===== src/sv/scbp_pkg.sv =====
// Shared types and constants for the signed cents bracket parser.
// Holds the item and result payload structs and the character codes.
// No dependencies.
`default_nettype none

package scbp_pkg;

	localparam int unsigned LIMIT_W = 27;
	localparam int unsigned BOUND_W = 28;
	localparam int unsigned PROD_W  = 32;

	localparam logic [LIMIT_W-1:0] LIMIT_RESET = 27'd10000;

	localparam logic [7:0] CH_PLUS   = 8'h2B;
	localparam logic [7:0] CH_MINUS  = 8'h2D;
	localparam logic [7:0] CH_OPEN   = 8'h5B;
	localparam logic [7:0] CH_CLOSE  = 8'h5D;
	localparam logic [7:0] CH_COMMA  = 8'h2C;
	localparam logic [7:0] CH_POINT  = 8'h2E;
	localparam logic [7:0] CH_SPACE  = 8'h20;
	localparam logic [7:0] CH_TAB    = 8'h09;
	localparam logic [7:0] CH_CR     = 8'h0D;
	localparam logic [7:0] CH_ZERO   = 8'h30;
	localparam logic [7:0] CH_NINE   = 8'h39;

	typedef struct packed {
		logic [7:0] char_code;
		logic       last_char;
	} item_t;

	typedef struct packed {
		logic                      accepted;
		logic                      bracket_set;
		logic signed [BOUND_W-1:0] low_bound_cents;
		logic signed [BOUND_W-1:0] high_bound_cents;
	} result_t;

endpackage

`default_nettype wire


===== src/sv/signed_cents_bracket_parser_unit.sv =====
// Signed cents bracket parser: scans a character stream for "+[lo,hi]" and
// emits one result per payload. Depends on scbp_pkg.
//
// A result is registered as its last character leaves the input register.
// Throughput: one character per cycle unless a last character waits on a stalled result.
// A last character waits in the input register only while an earlier result is stalled.
// Reset (arst_n low) clears the parse state, empties both registers, limit = 10000.
`default_nettype none

module signed_cents_bracket_parser_unit
	import scbp_pkg::*;
(
	input  wire logic                clk,
	input  wire logic                arst_n,
	input  wire logic                item_valid,
	output logic                     item_stall,
	input  wire item_t               item,
	output logic                     result_valid,
	input  wire logic                result_stall,
	output result_t                  result,
	input  wire logic                cfg_valid,
	output logic                     cfg_ready,
	input  wire logic [LIMIT_W-1:0]  cfg_data
);

	typedef enum logic [2:0] {
		SP_SEEK = 3'd0,
		SP_PLUS = 3'd1,
		SP_LOW  = 3'd2,
		SP_HIGH = 3'd3,
		SP_DONE = 3'd4
	} scan_t;

	typedef enum logic [2:0] {
		FP_LEAD  = 3'd0,
		FP_SIGN  = 3'd1,
		FP_INT   = 3'd2,
		FP_FRAC1 = 3'd3,
		FP_FRAC2 = 3'd4,
		FP_END   = 3'd5,
		FP_TRAIL = 3'd6
	} field_t;

	logic [LIMIT_W-1:0]        limit_q;

	logic                      valid_s1;
	item_t                     item_s1;
	logic                      valid_s2;
	result_t                   result_s2;

	scan_t                     scan_q, scan_n;
	field_t                    field_q, field_n;
	logic                      neg_q, neg_n;
	logic [BOUND_W-1:0]        mag_q, mag_n;
	logic                      ovf_q, ovf_n;
	logic signed [BOUND_W-1:0] low_q, low_n;
	logic                      err_q, err_n;

	logic                      advance;
	logic                      emit;
	logic [7:0]                c;
	logic                      c_space;
	logic                      c_digit;
	logic                      field_step;
	logic                      cur_ok;
	logic signed [BOUND_W-1:0] cur_val;
	logic signed [BOUND_W-1:0] end_val;
	logic [BOUND_W-1:0]        limit_p1;
	result_t                   res_n;

	assign cfg_ready = 1'b1;

	// a last character needs the result register free or draining
	assign advance    = !(valid_s1 && item_s1.last_char && valid_s2 && result_stall);
	assign item_stall = valid_s1 && !advance;
	assign emit       = valid_s1 && advance && item_s1.last_char;

	assign result_valid = valid_s2;
	assign result       = result_s2;

	assign c        = item_s1.char_code;
	assign c_space  = (c == CH_SPACE) || ((c >= CH_TAB) && (c <= CH_CR));
	assign c_digit  = (c >= CH_ZERO) && (c <= CH_NINE);
	assign limit_p1 = {1'b0, limit_q} + {{(BOUND_W-1){1'b0}}, 1'b1};

	// next parse state; magnitude * 10 + digit, as two shifts and two adds
	always_comb begin
		logic [PROD_W-1:0] m10;
		m10 = ({{(PROD_W-BOUND_W){1'b0}}, mag_q} << 3)
			+ ({{(PROD_W-BOUND_W){1'b0}}, mag_q} << 1)
			+ {{(PROD_W-4){1'b0}}, c[3:0]};
		cur_ok  = ((field_q == FP_END) || (field_q == FP_TRAIL)) && !ovf_q;
		cur_val = neg_q ? -$signed({1'b0, mag_q[LIMIT_W-1:0]})
				: $signed({1'b0, mag_q[LIMIT_W-1:0]});

		scan_n     = scan_q;
		field_n    = field_q;
		neg_n      = neg_q;
		mag_n      = mag_q;
		ovf_n      = ovf_q;
		low_n      = low_q;
		err_n      = err_q;
		field_step = 1'b0;

		case (scan_q)
			SP_PLUS: begin
				if (c == CH_OPEN) begin
					field_n = FP_LEAD;
					neg_n   = 1'b0;
					mag_n   = '0;
					ovf_n   = 1'b0;
					scan_n  = SP_LOW;
				end else if (c != CH_PLUS) begin
					scan_n = SP_SEEK;
				end
			end
			SP_LOW: begin
				if (c == CH_COMMA) begin
					if (cur_ok) low_n = cur_val;
					else        err_n = 1'b1;
					field_n = FP_LEAD;
					neg_n   = 1'b0;
					mag_n   = '0;
					ovf_n   = 1'b0;
					scan_n  = SP_HIGH;
				end else if (c == CH_CLOSE) begin
					err_n  = 1'b1;
					scan_n = SP_DONE;
				end else begin
					field_step = 1'b1;
				end
			end
			SP_HIGH: begin
				if (c == CH_CLOSE) begin
					if (!cur_ok || (low_q > cur_val)) err_n = 1'b1;
					scan_n = SP_DONE;
				end else begin
					field_step = 1'b1;
				end
			end
			SP_DONE: begin
			end
			default: begin
				scan_n = (c == CH_PLUS) ? SP_PLUS : SP_SEEK;
			end
		endcase

		if (field_step) begin
			case (field_q)
				FP_LEAD: begin
					if ((c == CH_PLUS) || (c == CH_MINUS)) begin
						neg_n   = (c == CH_MINUS);
						field_n = FP_SIGN;
					end else if (!c_space) begin
						err_n = 1'b1;
					end
				end
				FP_SIGN, FP_INT, FP_FRAC1, FP_FRAC2: begin
					if (c_digit) begin
						if (m10 > {{(PROD_W-LIMIT_W){1'b0}}, limit_q}) begin
							ovf_n = 1'b1;
							mag_n = limit_p1;
						end else begin
							mag_n = m10[BOUND_W-1:0];
						end
						case (field_q)
							FP_SIGN:  field_n = FP_INT;
							FP_FRAC1: field_n = FP_FRAC2;
							FP_FRAC2: field_n = FP_END;
							default:  field_n = field_q;
						endcase
					end else if ((field_q == FP_INT) && (c == CH_POINT)) begin
						field_n = FP_FRAC1;
					end else begin
						err_n = 1'b1;
					end
				end
				FP_END, FP_TRAIL: begin
					if (c_space) field_n = FP_TRAIL;
					else         err_n   = 1'b1;
				end
				default: begin
					err_n = 1'b1;
				end
			endcase
		end

		end_val = neg_n ? -$signed({1'b0, mag_n[LIMIT_W-1:0]})
				: $signed({1'b0, mag_n[LIMIT_W-1:0]});

		res_n.accepted         = 1'b0;
		res_n.bracket_set      = 1'b0;
		res_n.low_bound_cents  = '0;
		res_n.high_bound_cents = '0;
		case (scan_n)
			SP_LOW, SP_HIGH: begin
				res_n.accepted = 1'b0;
			end
			SP_DONE: begin
				if (!err_n) begin
					res_n.accepted = 1'b1;
					if ((low_n != '0) || (end_val != '0)) begin
						res_n.bracket_set      = 1'b1;
						res_n.low_bound_cents  = low_n;
						res_n.high_bound_cents = end_val;
					end
				end
			end
			default: begin
				res_n.accepted = 1'b1;
			end
		endcase
	end

	always_ff @(posedge clk or negedge arst_n) begin
		if (!arst_n) begin
			limit_q  <= LIMIT_RESET;
			valid_s1 <= 1'b0;
			valid_s2 <= 1'b0;
			scan_q   <= SP_SEEK;
			field_q  <= FP_LEAD;
			neg_q    <= 1'b0;
			mag_q    <= '0;
			ovf_q    <= 1'b0;
			low_q    <= '0;
			err_q    <= 1'b0;
		end else begin
			if (cfg_valid && cfg_ready) limit_q <= cfg_data;

			if (item_valid && !item_stall) begin
				valid_s1 <= 1'b1;
			end else if (advance) begin
				valid_s1 <= 1'b0;
			end

			if (emit) begin
				valid_s2 <= 1'b1;
			end else if (!result_stall) begin
				valid_s2 <= 1'b0;
			end

			if (valid_s1 && advance) begin
				if (item_s1.last_char) begin
					// payload finished: parse state back to its start
					scan_q  <= SP_SEEK;
					field_q <= FP_LEAD;
					neg_q   <= 1'b0;
					mag_q   <= '0;
					ovf_q   <= 1'b0;
					low_q   <= '0;
					err_q   <= 1'b0;
				end else begin
					scan_q  <= scan_n;
					field_q <= field_n;
					neg_q   <= neg_n;
					mag_q   <= mag_n;
					ovf_q   <= ovf_n;
					low_q   <= low_n;
					err_q   <= err_n;
				end
			end
		end
	end

	// payload registers, no reset
	always_ff @(posedge clk) begin
		if (item_valid && !item_stall) item_s1 <= item;
		if (emit) result_s2 <= res_n;
	end

endmodule

`default_nettype wire

===== config.mk =====
export PLATFORM = sky130hd
export DESIGN_NAME = signed_cents_bracket_parser_unit
export DESIGN_NICKNAME = d
export VERILOG_FILES = /design/src/sv/scbp_pkg.sv /design/src/sv/signed_cents_bracket_parser_unit.sv
export SDC_FILE = /design/constraint.sdc
export NUM_CORES = 1
export LEC_CHECK = 0
export BUFFER_PORTS_ARGS = -buffer_cell sky130_fd_sc_hd__buf_2
export CORE_MARGIN = 1.5
export CORE_UTILIZATION = 30
export CTS_CLUSTER_DIAMETER = 40
export DETAILED_ROUTE_END_ITERATION = 7
export SLEW_MARGIN = 10
export SYNTH_ARGS = -nofsm -noshare
export SYNTH_HDL_FRONTEND = slang
export SYNTH_SLANG_ARGS = --single-unit

===== constraint.sdc =====
create_clock -name clk -period 21.1 [get_ports clk]
set_clock_uncertainty 0.2 [all_clocks]
set_input_delay 3.165 -clock clk [delete_from_list [all_inputs] [get_ports clk]]
set_output_delay 3.165 -clock clk [all_outputs]
set_load 0.02 [all_outputs]

==> reports/metrics.cfg, run 1 <==
[synth]
asyncSetResetFlopFracSynth_pct = 58.4
synthDominantAreaCellType = sky130_fd_sc_hd__dfrtp_1
most_repeated_cell_in_the_gate_level_netlist_after_synthesis = sky130_fd_sc_hd__nand2_1
synth.net_count = 1587
synth.ff_latch_count = 161
seq_area_frac_synth_pct = 35.1
synth.top_cells.by_area = sky130_fd_sc_hd__dfrtp_1 (18%), sky130_fd_sc_hd__edfxtp_1 (16%), sky130_fd_sc_hd__ha_1 (11%)
synth_common_cells = sky130_fd_sc_hd__nand2_1 (170), sky130_fd_sc_hd__nor2_1 (135), sky130_fd_sc_hd__o21ai_0 (116)
yosysWarnings = 0
syn-cell-area_sq_um = 12400
synth.top_cell.area_share_pct = 17.9
post_synthesis_instance_total = 1431
syn_area_per_cell_sq_um = 8.70
post_synth_num_cell_types = 93
synthFlopType = sky130_fd_sc_hd__dfrtp_1
synth_enable_flop_cells = 67

[clocking]
number_of_clock_buffers_inserted_by_tritoncts = 17
cts_tree = built
ctsRootBufferMaster = sky130_fd_sc_hd__clkbuf_16
clk_latency_ns = 0.46
cts.htree.levels = 4
ctsLongestPathBuffers = 2
cts.repair.resized = 0
clock_tree_sinks = 161
postCtsSetupRepairBufs = 0
hold_buf_count_cts = 0
cts_clk_pin_slew_worst_paths_ns = 0.08

[routing]
post_drt_wl_per_cell_microns = 19.0
initialDrtViolationCount = 855
1st_pass_router_iterations = 5
via_per_inst = 5.45
routed-via-count = 11200
antenna_left = 0
detail_route.drc_violations = 0
finalWirelength_mm = 38.8

[setup_path]
critical_path_class = reg -> reg
critPathRequiredTime_ns = 21.10
critPathArrivalTime_ns = 9.10
cp-start-kind = register
rr_worst_depth = 27
critPathMaxFanout = 21
rr_endpoint = result[1]$_SDFFCE_PP0P_
rrSetupSlack_ns = 12.00
timing.rr.start = mag_q[0]$_DFFE_PN0P_
endpoint_kind = register

[power]
vdd_ir_drop_max_v = 0.0000557
power.static_leakage_nw = 6.02
power_density_nw_per_um2 = 51.1

[worst_hold_path]
worst_hold_path.num_cells = 2
hp-start = err_q$_DFFE_PN0P_
worstHoldPathType = reg -> reg
min_delay_worst_endpoint = err_q$_DFFE_PN0P_

[place]
place.detailed.hpwl_mm = 30.0
finalWeightedCongestion = 0.954
pre_cts_slack_ns = 12.19
portBuffers = 100

[die]
die_x_microns = 207
placeableCoreArea_sq_um = 40900
fp.dieArea_sq_um = 42700
die_height_microns = 207
rows = 74
pin_count = 102
floorplan.initialDensity_pct = 30.4

[sta]
setup-tns-final_ns = 0
fmaxAchievable_ghz = 0.110
holdWs_ns = 0.293
setup_viol = 0
fin_crit_period_ns = 9.10
final_hold_violations = 0
grt_setup_unrepaired = false
maxSlewViolCount = 0
final_critical_path_setup_slack_ns = 12.00
final_min_period_over_clock_period_pct = 43.1
rel_slew_slack_pct = 18.6
worst_margin_pin_slew_ns = 1.21

[layout]
num-nets-final = 1657
syn2layout_area_growth_pct = 13.0
antenna_cells_inserted = 0
final_core_util_pct = 34.4
fillCellCount = 4252
final_layout_size_suffix_gt1_share_pct = 12.0

[job]
max_cap_violations = 0

[grt]
first_global_vias = 10400
global_route.overflow_total = 0
grt_first_pass_wirelength_mm = 60.2
largest_net_degree_at_the_start_of_global_routing = 59
antenna_found_initial = 0
global_route.usage.total_pct = 18.5

[status]
status = complete, no violations

[cells by family (layout without fill, tap and decap cells)]
| family | count (synthesis) | in the layout | share of synthesized area [%] |
|---|---|---|---|
| AO/OA/AOI/OAI | 397 | 397 | 20.3 |
| XOR/XNOR | 98 | 98 | 6.90 |
| adder cells (fa/ha/maj) | 115 | 115 | 11.7 |
| buffers and inverters | 115 | 198 | 3.68 |
| flip-flops | 161 | 161 | 35.1 |
| multiplexers | 9 | 9 | 0.774 |
| other | 1 | 1 | 0.0301 |
| AND/OR/NAND/NOR | 535 | 535 | 21.5 |
[worst max-delay path: stages (launching register included)]
cell and delay, ns:
sky130_fd_sc_hd__dfrtp_1 0.47, sky130_fd_sc_hd__inv_1 0.23, sky130_fd_sc_hd__fa_1 0.51, sky130_fd_sc_hd__fa_1 0.48, sky130_fd_sc_hd__nor2b_1 0.17, sky130_fd_sc_hd__o2111ai_1 0.15, sky130_fd_sc_hd__a21oi_1 0.36, sky130_fd_sc_hd__nor2_1 0.16
sky130_fd_sc_hd__o31ai_1 0.53, sky130_fd_sc_hd__a21oi_1 0.16, sky130_fd_sc_hd__xnor2_1 0.23, sky130_fd_sc_hd__ha_1 0.29, sky130_fd_sc_hd__a21oi_1 0.15, sky130_fd_sc_hd__nand2_1 0.09, sky130_fd_sc_hd__a211o_1 0.27, sky130_fd_sc_hd__o221a_2 0.24
sky130_fd_sc_hd__a211oi_1 0.16, sky130_fd_sc_hd__o21ai_1 0.18, sky130_fd_sc_hd__or4_4 0.70, sky130_fd_sc_hd__o41ai_1 0.34, sky130_fd_sc_hd__o21ai_0 0.21, sky130_fd_sc_hd__nor3_1 0.96, sky130_fd_sc_hd__nand3_1 0.33, sky130_fd_sc_hd__nor3_1 0.42
sky130_fd_sc_hd__a21oi_1 0.16, sky130_fd_sc_hd__nor4_1 0.26, sky130_fd_sc_hd__and4b_1 0.33, sky130_fd_sc_hd__nor3_1 0.07
[worst max-delay path by stage]
| stage | from | to | slack [ns] | cells past startpoint |
|---|---|---|---|---|
| finish | mag_q[0]$_DFFE_PN0P_ | result[1]$_SDFFCE_PP0P_ | 12.00 | 27 |
| global route | mag_q[0]$_DFFE_PN0P_ | result[0]$_SDFFCE_PP0P_ | 11.50 | 27 |
| CTS | mag_q[0]$_DFFE_PN0P_ | result[56]$_SDFFCE_PP0P_ | 12.15 | 27 |
| detailed placement | mag_q[0]$_DFFE_PN0P_ | result[1]$_SDFFCE_PP0P_ | 12.19 | 30 |
| global placement | mag_q[0]$_DFFE_PN0P_ | result[1]$_SDFFCE_PP0P_ | 12.36 | 27 |
| floorplan | mag_q[0]$_DFFE_PN0P_ | result[1]$_SDFFCE_PP0P_ | 13.20 | 32 |
[per-stage QoR]
stage          total power [mW]  cell area, sq um  std cells
4_1_cts                   0.726             14100       2046
3_3_place_gp              0.413             13500       2014
5_1_grt                   0.747             14100       2046
2_1_floorplan             0.387             12400       1431
3_5_place_dp              0.414             13500       2014
6_report                  0.719             14100       2046
[layout make-up]
cell class / count / area (sq um) / share of cell area [%]
Tap cell: 532 / 666 / 4.73
Clock inverter: 14 / 149 / 1.06
Sequential cell: 161 / 4370 / 31.1
Clock buffer: 18 / 429 / 3.05
Multi-Input combinational cell: 1155 / 7650 / 54.4
Timing Repair Buffer: 114 / 608 / 4.32
Inverter: 52 / 195 / 1.39
[state kept, by name (all words and copies together), names as in the netlist]
signal	cells
c	8
result_valid	1
limit_q	27
ovf_q	1
item_s1	1
neg_q	1
field_q	3
scan_q	3
low_q	28
err_q	1
valid_s1	1
result	58
mag_q	28
[power breakdown]
group / switching [mW] / internal, mW
registers: 0.00737 / 0.338
clock network: 0.146 / 0.166
logic: 0.0432 / 0.0180
total: 0.196 / 0.523
[cells in the final DEF, fill, tap and decap left out, drive strengths merged, types with 12 or more instances in the layout]
master	synthesis	final
inv	52	58
nand2b	13	13
xnor2	57	57
nor3	29	29
o21ai	136	136
nand4	35	35
clkbuf	47	18
a22o	23	23
dfrtp	89	89
nor2b	19	19
ha	113	113
edfxtp	67	67
or3	12	12
o31ai	15	15
nor4	13	13
nand2	171	171
nand3	49	49
a211oi	14	14
a21o	25	25
or4	12	12
nor2	135	135
buf	16	114
a21oi	97	97
xor2	41	41
[per-layer routing]
metal | part of all wire (%) | vias to the layer above | wire (microns) | GRT usage (%)
met5 | 0 | - | 0 | 0
met4 | 2.2 | 0 | 847 | 6.01
met3 | 6.5 | 46 | 2530 | 3.85
met2 | 44 | 355 | 16900 | 27.4
met1 | 48 | 5375 | 18500 | 26.6
li1 | - | 5383 | - | -
No activity file was read; power rests on OpenSTA's default activity.
==> inputs of run 2 (changes only) <==
clock period = 8.15 ns   (was 21.1 ns; I/O delays follow)
==> reports/metrics.cfg, run 2 (synthesized netlist as in run 1, its figures left out) <==
[status]
status = complete, no violations

[sta]
final_hold_violations = 0  ; unchanged
fin_crit_period_ns = 7.85  ; -1.25 ns
setup-tns-final_ns = 0  ; unchanged
final_min_period_over_clock_period_pct = 96.3  ; +53 points
fmaxAchievable_ghz = 0.127  ; +16%
maxSlewViolCount = 0  ; unchanged
worst_margin_pin_slew_ns = 1.04  ; -0.171 ns
rel_slew_slack_pct = 30.7  ; +12 points
setup_viol = 0  ; unchanged

[setup_path]
critical_path.slowest_cell = sky130_fd_sc_hd__fa_1
critPathMaxStageDelay_ns = 0.59  ; -0.37 ns
timing.rr.start = c[3]$_DFFE_PP_
critical_path_class = reg -> reg
cp-start-kind = register
endpoint_kind = register
critPathRequiredTime_ns = 8.14  ; -12.96 ns
critPathArrivalTime_ns = 7.84  ; -1.26 ns
startpoint = c[3]$_DFFE_PP_
critPathMaxFanout = 4  ; -81%

[die]
rows = 74  ; unchanged
fp.dieArea_sq_um = 42700  ; unchanged
die_height_microns = 207  ; unchanged
die_x_microns = 207  ; unchanged
placeableCoreArea_sq_um = 40900  ; unchanged
floorplan.initialDensity_pct = 30.4  ; unchanged
pin_count = 102  ; unchanged

[place]
place.detailed.hpwl_mm = 31.1  ; +3.9%
portBuffers = 100  ; unchanged
finalWeightedCongestion = 0.947  ; -0.72%
place_area_sq_um = 13800  ; +2.3%

[grt]
antenna_found_initial = 0  ; unchanged
first_global_vias = 10700  ; +3.6%
global_route.overflow_total = 0  ; unchanged
largest_net_degree_at_the_start_of_global_routing = 70  ; +19%
global_route.usage.total_pct = 19.2  ; +0.74 points
grt_first_pass_wirelength_mm = 62.8  ; +4.2%

[clocking]
cts_tree = built
hold_buf_count_cts = 0  ; unchanged
clk_latency_ns = 0.46  ; about the same
clock_tree_sinks = 161  ; unchanged
number_of_clock_buffers_inserted_by_tritoncts = 17  ; unchanged
ctsRootBufferMaster = sky130_fd_sc_hd__clkbuf_16
ctsLongestPathBuffers = 2  ; unchanged
cts.htree.levels = 4  ; unchanged
cts_clk_pin_slew_worst_paths_ns = 0.08  ; about the same

[power]
vdd_ir_drop_max_v = 0.000139  ; +150%
switching_share_pct = 26.1  ; -1.2 points
power_mw = 1.91  ; +170%
internal_power_mw = 1.41  ; +170%
power_density_nw_per_um2 = 131  ; +160%
combPwrFrac_pct = 8.5  ; about the same
share_seq_of_total_power_pct = 46.9  ; -1.2 points
p_switching_uw = 498  ; +150%
clock_power_share_pct = 44.7  ; +1.3 points
power.static_leakage_nw = 6.34  ; +5.4%

[routing]
routed-via-count = 11400  ; +2.0%
via_per_inst = 5.43  ; -0.36%
finalWirelength_mm = 40.3  ; +3.9%
detail_route.drc_violations = 0  ; unchanged
post_drt_wl_per_cell_microns = 19.3  ; +1.4%
antenna_left = 0  ; unchanged
initialDrtViolationCount = 804  ; -6.0%
1st_pass_router_iterations = 5  ; unchanged

[job]
max_cap_violations = 0  ; unchanged

[layout]
number_of_flip_flops_in_the_largest_register = 58  ; unchanged
mostFrequentLayoutCell = sky130_fd_sc_hd__nand2_1
final_layout_size_suffix_gt1_share_pct = 15.6  ; +3.7 points
postLayoutCellArea_sq_um = 14600  ; +3.5%
antenna_cells_inserted = 0  ; unchanged
num-nets-final = 1706  ; +3.0%
syn2layout_area_growth_pct = 16.9
most-common-layout-cells = sky130_fd_sc_hd__nand2_1 (169), sky130_fd_sc_hd__nor2_1 (135), sky130_fd_sc_hd__o21ai_0 (115)

[worst_hold_path]
worstHoldPathType = reg -> reg
hp-start = err_q$_DFFE_PN0P_

run 2: changes by cell type in the layout (fill, tap and decap cells not counted), moves of 3 or more:
cell                      previous run  this run
sky130_fd_sc_hd__buf_4              15        64
sky130_fd_sc_hd__xnor2_2             0         4
sky130_fd_sc_hd__xnor2_1            57        53
sky130_fd_sc_hd__a21oi_2             1         4
sky130_fd_sc_hd__a21oi_1            95        92
run 2: critical path: cells and delay by family (launching register included):
kind            cells  cell delay [ns]
fa+ha+maj           4             1.33
xor+xnor            1             0.31
buf+inv             3             0.25
flops               1             0.40
compound gates     12             2.20
simple gates       13             2.91
run 2: what timing repair did:
action | CTS | global route
gates resized for setup | 3 | 15
setup buffers | 0 | 7
hold endpoints to repair | 0 | 0
gates cloned | 0 | 0
setup endpoints to repair | 3 | 3
pin swaps | 0 | 10
run 2: final timing paths:
path / depth (start not counted) / slack, ns / end
max in group asynchronous: 2 / 5.94 / mag_q[14]$_DFFE_PN0P_
setup / recovery: 33 / 0.30 / result[1]$_SDFFCE_PP0P_
hold reg to reg: 2 / 0.31 / err_q$_DFFE_PN0P_
hold / removal: 2 / 0.31 / err_q$_DFFE_PN0P_
setup reg to reg: 33 / 0.30 / result[1]$_SDFFCE_PP0P_
min in group asynchronous: 1 / 0.48 / limit_q[3]$_DFFE_PN0P_
run 2: per-stage QoR:
step | setup slack [ns] | std cells | utilization, % | hold slack (ns)
final | 0.304 | 2095 | 35.6 | 0.312
after detailed placement | -0.0667 | 2056 | 33.7 | 0.293
after global routing | -0.0368 | 2095 | 35.6 | 0.356
after global placement | 0.00630 | 2056 | 33.7 | 0.277
after floorplan | 0.246 | 1431 | - | 0.264
after CTS | 0.00964 | 2088 | 35.3 | 0.309
run 2: cell type report:
class,instances,area (sq um)
Clock inverter,14,181
Clock buffer,18,429
Inverter,52,195
Fill cell,4310,26400
Tap cell,532,666
Sequential cell,161,4370
Multi-Input combinational cell,1155,7740
Timing Repair Buffer,163,976
run 2: power by group through the flow:
stage	Clock [mW]	Combinational [mW]	Sequential (mW)
floorplan	0	0.0775	0.923
global placement	0	0.158	0.911
detailed placement	0	0.160	0.911
CTS	0.872	0.161	0.895
global route	0.904	0.179	0.898
finish	0.853	0.161	0.894
run 2: per-layer routing:
metal | vias to the layer above | global-route usage [%] | part of all wire (%)
met2 | 392 | 29.8 | 44
met5 | - | 0 | 0
li1 | 5484 | - | -
met1 | 5468 | 28.1 | 48
met4 | 0 | 5.01 | 1.8
met3 | 41 | 2.43 | 5.8
